**config.mk**
```make
export PLATFORM = sky130hd
export DESIGN_NAME = mfe_ctrl
export DESIGN_NICKNAME = d
export VERILOG_FILES = /design/src/design/mfe_pkg.sv /design/src/design/mfe_ctrl.sv
export SDC_FILE = /design/constraint.sdc
export NUM_CORES = 1
export LEC_CHECK = 0
export BUFFER_PORTS_ARGS = -buffer_cell sky130_fd_sc_hd__buf_2
export CORE_AREA = 2 2 39 41
export DETAILED_ROUTE_END_ITERATION = 10
export DIE_AREA = 0 0 41 43
export PLACE_DENSITY = 0.51
export SETUP_SLACK_MARGIN = 0.05
export SLEW_MARGIN = 20
export SYNTH_ARGS = -nofsm -noshare
export SYNTH_HDL_FRONTEND = slang
export SYNTH_SLANG_ARGS = --single-unit
```
**constraint.sdc**
```tcl
create_clock -name i_clk -period 1.35 [get_ports i_clk]
set_input_delay 0.135 -clock i_clk [delete_from_list [all_inputs] [get_ports i_clk]]
set_output_delay 0.135 -clock i_clk [all_outputs]
set_load 0.02 [all_outputs]
```
**src/design/mfe_pkg.sv**
```systemverilog
// ---------------------------------------------------------------------------
// mfe_pkg
// Shared types and constants of the monochrome frame buffer engine.
// ---------------------------------------------------------------------------
package mfe_pkg;

    localparam int PAGE_COUNT_DEF   = 8;
    localparam int COLUMN_COUNT_DEF = 128;

    localparam int S_TDATA_W = 32;
    localparam int M_TDATA_W = 8;

    localparam logic [7:0] PAGE_BASE_RESET = 8'd176;
    localparam logic [7:0] BYTE_ONES       = 8'hFF;
    localparam logic [7:0] BYTE_ZERO       = 8'h00;

    localparam logic [2:0] CMD_WIPE  = 3'd0;
    localparam logic [2:0] CMD_FLUSH = 3'd1;
    localparam logic [2:0] CMD_BYTE  = 3'd2;
    localparam logic [2:0] CMD_POINT = 3'd3;
    localparam logic [2:0] CMD_BLOCK = 3'd4;

    localparam logic [1:0] MODE_SET  = 2'd0;
    localparam logic [1:0] MODE_OR   = 2'd1;
    localparam logic [1:0] MODE_CLR  = 2'd2;
    localparam logic [1:0] MODE_KEEP = 2'd3;

    typedef struct packed {
        logic accept;
        logic clear_step;
        logic modify_wr;
        logic block_step;
        logic flush_load;
    } t_ctrl;

    typedef struct packed {
        logic sweep_last;
        logic block_last;
        logic out_free;
    } t_status;

endpackage

```
**src/design/mfe_ctrl.sv**
```systemverilog
// ---------------------------------------------------------------------------
// mfe_ctrl
// Command sequencer: clear sweep, read-modify-write, block fill, flush.
// ---------------------------------------------------------------------------
module mfe_ctrl (
    input  logic            i_clk,
    input  logic            i_rst_n,
    input  logic            i_valid,
    input  logic [2:0]      i_cmd,
    input  mfe_pkg::t_status i_status,
    output logic            o_ready,
    output mfe_pkg::t_ctrl  o_ctrl
);

    localparam logic [2:0] S_CLEAR  = 3'd0;
    localparam logic [2:0] S_IDLE   = 3'd1;
    localparam logic [2:0] S_MODIFY = 3'd2;
    localparam logic [2:0] S_BLOCK  = 3'd3;
    localparam logic [2:0] S_FLUSH  = 3'd4;

    logic [2:0] r_state;
    logic [2:0] n_state;
    logic       accept;

    assign o_ready = (r_state == S_IDLE);
    assign accept  = o_ready && i_valid;

    always_comb begin
        n_state = r_state;
        o_ctrl  = '0;
        o_ctrl.accept = accept;
        unique case (r_state)
            S_CLEAR: begin
                o_ctrl.clear_step = 1'b1;
                if (i_status.sweep_last) begin
                    n_state = S_IDLE;
                end
            end
            S_IDLE: begin
                if (accept) begin
                    unique case (i_cmd)
                        mfe_pkg::CMD_WIPE:  n_state = S_CLEAR;
                        mfe_pkg::CMD_FLUSH: n_state = S_FLUSH;
                        mfe_pkg::CMD_BYTE,
                        mfe_pkg::CMD_POINT: n_state = S_MODIFY;
                        mfe_pkg::CMD_BLOCK: n_state = S_BLOCK;
                        default:            n_state = S_IDLE;
                    endcase
                end
            end
            S_MODIFY: begin
                o_ctrl.modify_wr = 1'b1;
                n_state = S_IDLE;
            end
            S_BLOCK: begin
                o_ctrl.block_step = 1'b1;
                if (i_status.block_last) begin
                    n_state = S_IDLE;
                end
            end
            S_FLUSH: begin
                if (i_status.out_free) begin
                    o_ctrl.flush_load = 1'b1;
                    n_state = S_IDLE;
                end
            end
            default: n_state = S_IDLE;
        endcase
    end

    always_ff @(posedge i_clk) begin
        if (!i_rst_n) begin
            r_state <= S_CLEAR;
        end else begin
            r_state <= n_state;
        end
    end

endmodule

```
==> impl_summary.txt, run 1 <==
----------------------------------------------------
[Placed design]
  Count of input and output buffers ... 14
  Placed inst area ... roughly 350 um^2
  Detailed placer's ending HPWL ... a little under 500 um
  Global placer's final weighted congestion ... around 0.84

[Pwr]
  Net Switching ... ~110 uW
  Internal Pwr Total ... approximately 270 uW
  Max VDD drop ... between 0.4 and 0.5 mV
  Switching part of the total power ... 0.2897
  Sequential cell fraction of total power ... 0.272
  Leakage ... roughly 0.00017 uW
  Clock group share of total power ... 0.411
  Combinational share of power ... 0.316
  Pwr/cell area ... between 900 and 1000 nW/um^2

[Synth]
  Synthesized area per cell ... ~8.6 um^2
  Number of warnings issued by yosys ... 0
  Sequential cell area fraction in the yosys report ... 0.2400
  Register bit total from synthesis ... 3
  Share of synthesized cell area in and, or, nand and nor gates ... 0.4350
  Number of nets in the synthesized netlist ... 38
  Area of the mapped netlist ... ~250 um^2
  Yosys cell types ... 20
  Combinational family with the most area after synthesis ... simple AND/OR/NAND/NOR gates
  Cell count after synthesis ... 29
  Share of the synthesized area in compound gates (AO/OA/AOI/OAI) ... 0.2050
  Fraction of the mapped netlist area in adder cells ... 0
  XOR/XNOR Fraction of Synth Area ... 0
  Fraction of synthesized area in multiplexers ... 0.04500

[Timing]
  Final number of max-transition violations ... 0
  Post-route clock period utilization ... 0.9298
  Endpoints failing hold ... 0
  Peak clock frequency supported by timing ... 0.7967 GHz
  Setup repair after global routing missed its margin ... true
  Post-route setup TNS ... 0 ns
  Hold Slack ... 0.1813 ns
  Number of setup violations in the final report ... 0
  Worst slew margin ... 0.8608
  Post-layout min period ... between 1 and 1.5 ns
  Maximum clock skew at final layout ... approximately 0.000072 ns
  Transition time at the pin with the least slew margin ... approximately 0.21 ns

[Routing]
  Via count of the routed design ... 270
  Final routed wire length divided by cell count ... between 9 and 10 um
  Iteration count of the initial detailed-routing pass ... 2
  Count of nets left with antenna violations after detail routing ... 0
  Via density per instance ... 4.219
  Post-route DRC violation count ... 0
  DRT iter0 DRCs ... 6
  Final WL ... between 500 and 600 um

[Clock tree]
  Number of CTS-inserted buffers ... 3
  Number of buffers on the longest clock path ... 2
  Worst-Skew Late Latency ... 0.23 ns
  CTS H-tree depth ... 1
  Clock transition at the register clock pins on the worst setup and hold paths after CTS ... approximately 0.040 ns
  Clock net sink count ... 3
  Clk root buf ... sky130_fd_sc_hd__clkbuf_4
  TritonCTS clock tree ... done
  Hold buffers post-CTS ... 0

[Critical path]
  Worst path slowest cell ... sky130_fd_sc_hd__dfxtp_2
  Flop-to-flop setup slack ... 0.14 ns
  Startpoint kind of the worst setup timing path ... register
  Library cell appearing most often on the critical path ... sky130_fd_sc_hd__buf_4
  Type of the worst setup path ... reg2out
  Kind of cell with the highest combined delay on the critical path ... flip-flops
  Worst setup EP type ... primary output
  Max stage delay on crit path ... roughly 0.33 ns
  Buf/Inv on CP ... 2
  Required time of the critical path ... about 1.2 ns
  Critical path cell sequence ... buf_4 > nor2b_2 > and2_1 > buf_4
  Largest fanout on the critical path ... 5
  Crit path DAT ... between 1 and 1.5 ns

[Finish]
  Registers with the most flip-flops ... r_state: 3 flops
  Number of flip-flops under the largest register name ... 3
  Layout cells sized above 1 ... 0.5833
  Design Area, Final ... about 400 um^2
  Area added between synthesis and finish ... 59.00%
  Utilization of the core after routing ... 0.2875
  Number of antenna cells inserted ... 0
  Register containing the most flip-flops in the final layout ... r_state
  Number of nets at the end of the flow ... between 50 and 60

[Job]
  Reported max-cap violation count ... 0

[Global route]
  Vias in the first global route ... around 220
  Maximum number of pins on one net before global-route repair ... 7
  Overall overflow remaining after global route ... 0
  Number of antenna violations at the first check in global routing ... 0
  Overall track demand over capacity in global routing ... 0.08434
  First-pass GRT wire length ... about 910 um

[Floorplanning]
  DIE HEIGHT ... roughly 43 um
  Starting Density ... 0.1808
  Io pins ... 15
  Horiz. Die Dim ... 41 um
  Standard-cell rows ... 14
  Die Area ... between 1500 and 2000 um^2
  Core area ... between 1000 and 1500 um^2

[Worst hold path]
  Worst min-delay path class ... in2reg

[Run status]
  Status ... complete, no violations

----------------------------------------------------
worst reg2reg max path, stage by stage, from the launching register on:
cell and delay, ns:
sky130_fd_sc_hd__dfxtp_4 0.36, sky130_fd_sc_hd__mux2_1 0.36, sky130_fd_sc_hd__a211oi_2 0.25, sky130_fd_sc_hd__o32ai_1 0.12
cell usage in the layout (no fill, tap or decap):
cell type                  count
sky130_fd_sc_hd__buf_4         5
sky130_fd_sc_hd__nand4b_1      1
sky130_fd_sc_hd__a211oi_2      1
sky130_fd_sc_hd__o21ba_2       1
sky130_fd_sc_hd__nor3b_4       1
sky130_fd_sc_hd__nand2_1       3
sky130_fd_sc_hd__nor3_1        1
sky130_fd_sc_hd__buf_2        12
sky130_fd_sc_hd__nor3b_1       2
sky130_fd_sc_hd__nor2b_1       2
sky130_fd_sc_hd__a21boi_1      1
sky130_fd_sc_hd__o21ai_1       1
sky130_fd_sc_hd__mux2_1        1
sky130_fd_sc_hd__clkbuf_4      3
sky130_fd_sc_hd__nor3_2        1
sky130_fd_sc_hd__or4b_1        1
sky130_fd_sc_hd__and2_1        2
sky130_fd_sc_hd__o31ai_1       1
sky130_fd_sc_hd__clkbuf_1      1
sky130_fd_sc_hd__dfxtp_4       2
sky130_fd_sc_hd__o32ai_1       1
sky130_fd_sc_hd__nand4_1       1
sky130_fd_sc_hd__dfxtp_2       1
sky130_fd_sc_hd__nor2_1        1
sky130_fd_sc_hd__nor2b_2       1
cells by family after synthesis:
kind of cell,after synthesis
AND/OR/NAND/NOR,17
multiplexers,1
flip-flops,3
AO/OA/AOI/OAI,6
buffers and inverters,2
layer usage:
metal / share of wire / track usage / wire (um)
met1: 0.52 / 0.1093 / 308
met4: 0 / 0.06000 / 0
met2: 0.39 / 0.09063 / 235
met5: 0 / 0 / 0
met3: 0.089 / 0.06283 / 53
path summary, 6_finish.rpt:
| path | cells after the start | end | start |
|---|---|---|---|
| worst min register to register | 2 | r_state[2] | r_state[0] |
| worst max register to register | 3 | r_state[0] | r_state[1] |
| worst min-delay path | 3 | r_state[2] | i_cmd[0] |
| worst max-delay path | 4 | o_ctrl[1] | r_state[2] |
what timing repair did:
action                                  in CTS  in global routing
buffers inserted                             0                  0
pin swaps                                    0                  1
endpoints found under the setup margin       3                  5
resized for setup                            3                  6
Yosys cell counts:
cell type                  count  area (um^2)
sky130_fd_sc_hd__nor3b_1       2        15.01
sky130_fd_sc_hd__or4b_1        1        10.01
sky130_fd_sc_hd__o21ai_1       1        5.000
sky130_fd_sc_hd__o32ai_1       1        8.760
sky130_fd_sc_hd__nand4b_1      1        8.760
sky130_fd_sc_hd__nand4_1       1        6.260
sky130_fd_sc_hd__o31ai_1       1        7.510
sky130_fd_sc_hd__mux2_1        1        11.26
sky130_fd_sc_hd__and2_1        2        12.51
sky130_fd_sc_hd__o21ba_2       1        10.01
sky130_fd_sc_hd__a211oi_2      1        12.51
sky130_fd_sc_hd__nor2_1        1        3.750
sky130_fd_sc_hd__a21boi_1      1        7.510
sky130_fd_sc_hd__nand2_1       3        11.26
sky130_fd_sc_hd__nor2b_1       3        18.77
sky130_fd_sc_hd__buf_6         1        11.26
sky130_fd_sc_hd__buf_4         1        7.510
sky130_fd_sc_hd__dfxtp_1       3        60.06
sky130_fd_sc_hd__nor3b_2       1        12.51
sky130_fd_sc_hd__nor3_1        2        10.01
through the flow:
step / std cells / worst slack (ns) / power (uW)
3_3_place_gp: 60 / 0.1013 / 219.0
4_1_cts: 64 / 0.04621 / 386.0
6_report: 64 / 0.09478 / 377.2
2_1_floorplan: 29 / 0.1191 / 179.3
3_5_place_dp: 60 / 0.05476 / 217.6
5_1_grt: 64 / 0.02943 / 418.6
cell type report:
class	count	area, um^2
timing repair buffer	17	97.59
clock buffer	4	26.28
multi-input combinational	24	185.2
fill	147	985.9
sequential	3	68.82
tap	16	20.02
power by group through the flow:
stage | logic, uW | registers (uW) | clock network, uW
after global routing | 130 | 104 | 184
final | 119 | 103 | 155
after global placement | 115 | 104 | 0
after CTS | 116 | 104 | 167
after floorplan | 75.2 | 104 | 0
after detailed placement | 114 | 104 | 0
Note: power is estimated with default switching activity, not from simulation.
==> run 2, diff against run 1 <==
- PLACE_DENSITY: 0.51 -> 0.53
- clock period: 1.35 -> 1.15 ns (I/O delays scaled with it)
==> run 2 against run 1 <==
The run now ends with setup timing left. Via count grew 23%. Global-route usage grew 2.7 points. Utilization grew 13 points. Largest cell class unchanged.
==> impl_summary.txt, run 2 (synthesis gave the netlist of run 1 again) <==
----------------------------------------------------
[Critical path]
  Startpoint kind of the worst setup timing path ... register
  Largest fanout on the critical path ... 3
  Type of the worst setup path ... reg2out
  Required time of the critical path ... 1.03 ns
  Crit path DAT ... 1.15 ns
  Worst setup EP type ... primary output

[Pwr]
  Max VDD drop ... slightly below 0.5 mV
  Leakage ... 0.0002522 uW
  Pwr/cell area ... between 900 and 1000 nW/um^2
  Total power draw ... roughly 570 uW

[Routing]
  Post-route DRC violation count ... 0
  Iteration count of the initial detailed-routing pass ... 2
  DRT iter0 DRCs ... 2
  Final WL ... between 800 and 900 um
  Via count of the routed design ... between 300 and 400
  Count of nets left with antenna violations after detail routing ... 0
  Via density per instance ... around 4.5
  Final routed wire length divided by cell count ... 11.45 um

[Clock tree]
  CTS H-tree depth ... 1
  Clock net sink count ... 3
  Clk root buf ... sky130_fd_sc_hd__clkbuf_4
  Clock transition at the register clock pins on the worst setup and hold paths after CTS ... ~0.040 ns
  Worst-Skew Late Latency ... approximately 0.25 ns
  Number of CTS-inserted buffers ... 3
  TritonCTS clock tree ... done
  Number of buffers on the longest clock path ... 2
  Hold buffers post-CTS ... 0

[Placed design]
  Count of input and output buffers ... 14
  Global placer's final weighted congestion ... a little over 0.8
  Dpl cells ... 64
  Detailed placer's ending HPWL ... 543.8 um
  Worst-case setup slack after placement ... -0.03426 ns

[Timing]
  Final number of max-transition violations ... 0
  Maximum clock skew at final layout ... about 0.0051 ns
  Number of setup violations in the final report ... 9
  Fin worst setup slack ... -0.1146 ns
  Worst slew margin ... 0.8656
  Setup repair after global routing missed its margin ... true
  Hold Slack ... between 0.15 and 0.2 ns
  Post-layout min period ... ~1.3 ns
  Transition time at the pin with the least slew margin ... just over 0.2 ns
  Post-route clock period utilization ... 1.100
  Endpoints failing hold ... 0
  Peak clock frequency supported by timing ... approximately 0.79 GHz

[Finish]
  Area added between synthesis and finish ... 130.0%
  Register containing the most flip-flops in the final layout ... r_state
  Number of flip-flops under the largest register name ... 3
  Registers with the most flip-flops ... r_state: 3 flops
  Fill cell count ... between 100 and 150
  Layout cells sized above 1 ... 0.7586
  Number of antenna cells inserted ... 0
  Most frequent cells in the layout ... sky130_fd_sc_hd__buf_6, sky130_fd_sc_hd__buf_2, sky130_fd_sc_hd__buf_4, sky130_fd_sc_hd__clkbuf_4
  Commonest non-fill, non-tap cell in the layout ... sky130_fd_sc_hd__buf_6
  Non-filler cells in the finished layout ... 74
  Number of nets at the end of the flow ... 68

[Global route]
  Overall track demand over capacity in global routing ... 0.1113
  Number of antenna violations at the first check in global routing ... 0
  Overall overflow remaining after global route ... 0
  First-pass GRT wire length ... 1228 um
  Vias in the first global route ... around 320
  Maximum number of pins on one net before global-route repair ... 5

[Worst hold path]
  Worst min-delay path class ... in2reg

[Job]
  Reported max-cap violation count ... 0

[Floorplanning]
  DIE HEIGHT ... 43 um
  Starting Density ... 0.1808
  Core area ... 1384 um^2
  Standard-cell rows ... 14
  Io pins ... 15
  Die Area ... 1763 um^2
  Horiz. Die Dim ... around 41 um

[Run status]
  Status ... finished with violations
  Violated checks ... setup timing

----------------------------------------------------
run 2: critical path, cell delays in order (launching register included):
cell,delay [ns]
sky130_fd_sc_hd__dfxtp_4,0.35
sky130_fd_sc_hd__buf_6,0.12
sky130_fd_sc_hd__nor3b_4,0.17
sky130_fd_sc_hd__and2_4,0.16
sky130_fd_sc_hd__buf_6,0.10
run 2: report_power, final:
| part | switching (uW) | leakage [uW] | internal, uW |
|---|---|---|---|
| logic | 103 | 0.000211 | 153 |
| registers | 5.99 | 0.0000263 | 109 |
| clock network | 69.6 | 0.0000150 | 131 |
run 2: per-stage QoR:
stage          area [um^2]  setup TNS, ns    util
2_1_floorplan        262.8       -0.03249       -
3_3_place_gp         386.6       -0.01828  0.2794
3_5_place_dp         386.6       -0.05127  0.2794
4_1_cts              545.5        -0.7011  0.3942
5_1_grt              575.6         -1.085  0.4159
6_report             575.6        -0.6734  0.4159
run 2: repair_timing:
action	CTS	global route
gates cloned	0	0
setup buffers	6	0
endpoints found under the setup margin	9	9
gates resized for setup	26	6
pin swaps	10	4
run 2: per-layer routing:
metal	vias to the layer above	global-route usage	routed length, um
met2	17	0.1594	437
met5	-	0	0
met1	147	0.1250	304
met3	4	0.06283	67
li1	165	-	-
met4	0	0.06000	38
run 2: cell type report:
| type | count | area, um^2 | area share |
|---|---|---|---|
| Clock buffer | 4 | 26.28 | 0.04565 |
| Multi-Input combinational cell | 24 | 232.7 | 0.4043 |
| Sequential cell | 3 | 68.82 | 0.1196 |
| Tap cell | 16 | 20.02 | 0.03478 |
| Timing Repair Buffer | 27 | 227.7 | 0.3957 |
run 2: final timing paths:
| kind | end | slack, ns | depth (start not counted) | from |
|---|---|---|---|---|
| worst min-delay path | r_state[1] | 0.16 | 3 | i_status[1] |
| worst min register to register | r_state[2] | 0.56 | 2 | r_state[0] |
| worst max register to register | r_state[0] | -0.09 | 4 | r_state[1] |
| worst max-delay path | o_ctrl[4] | -0.11 | 4 | r_state[1] |
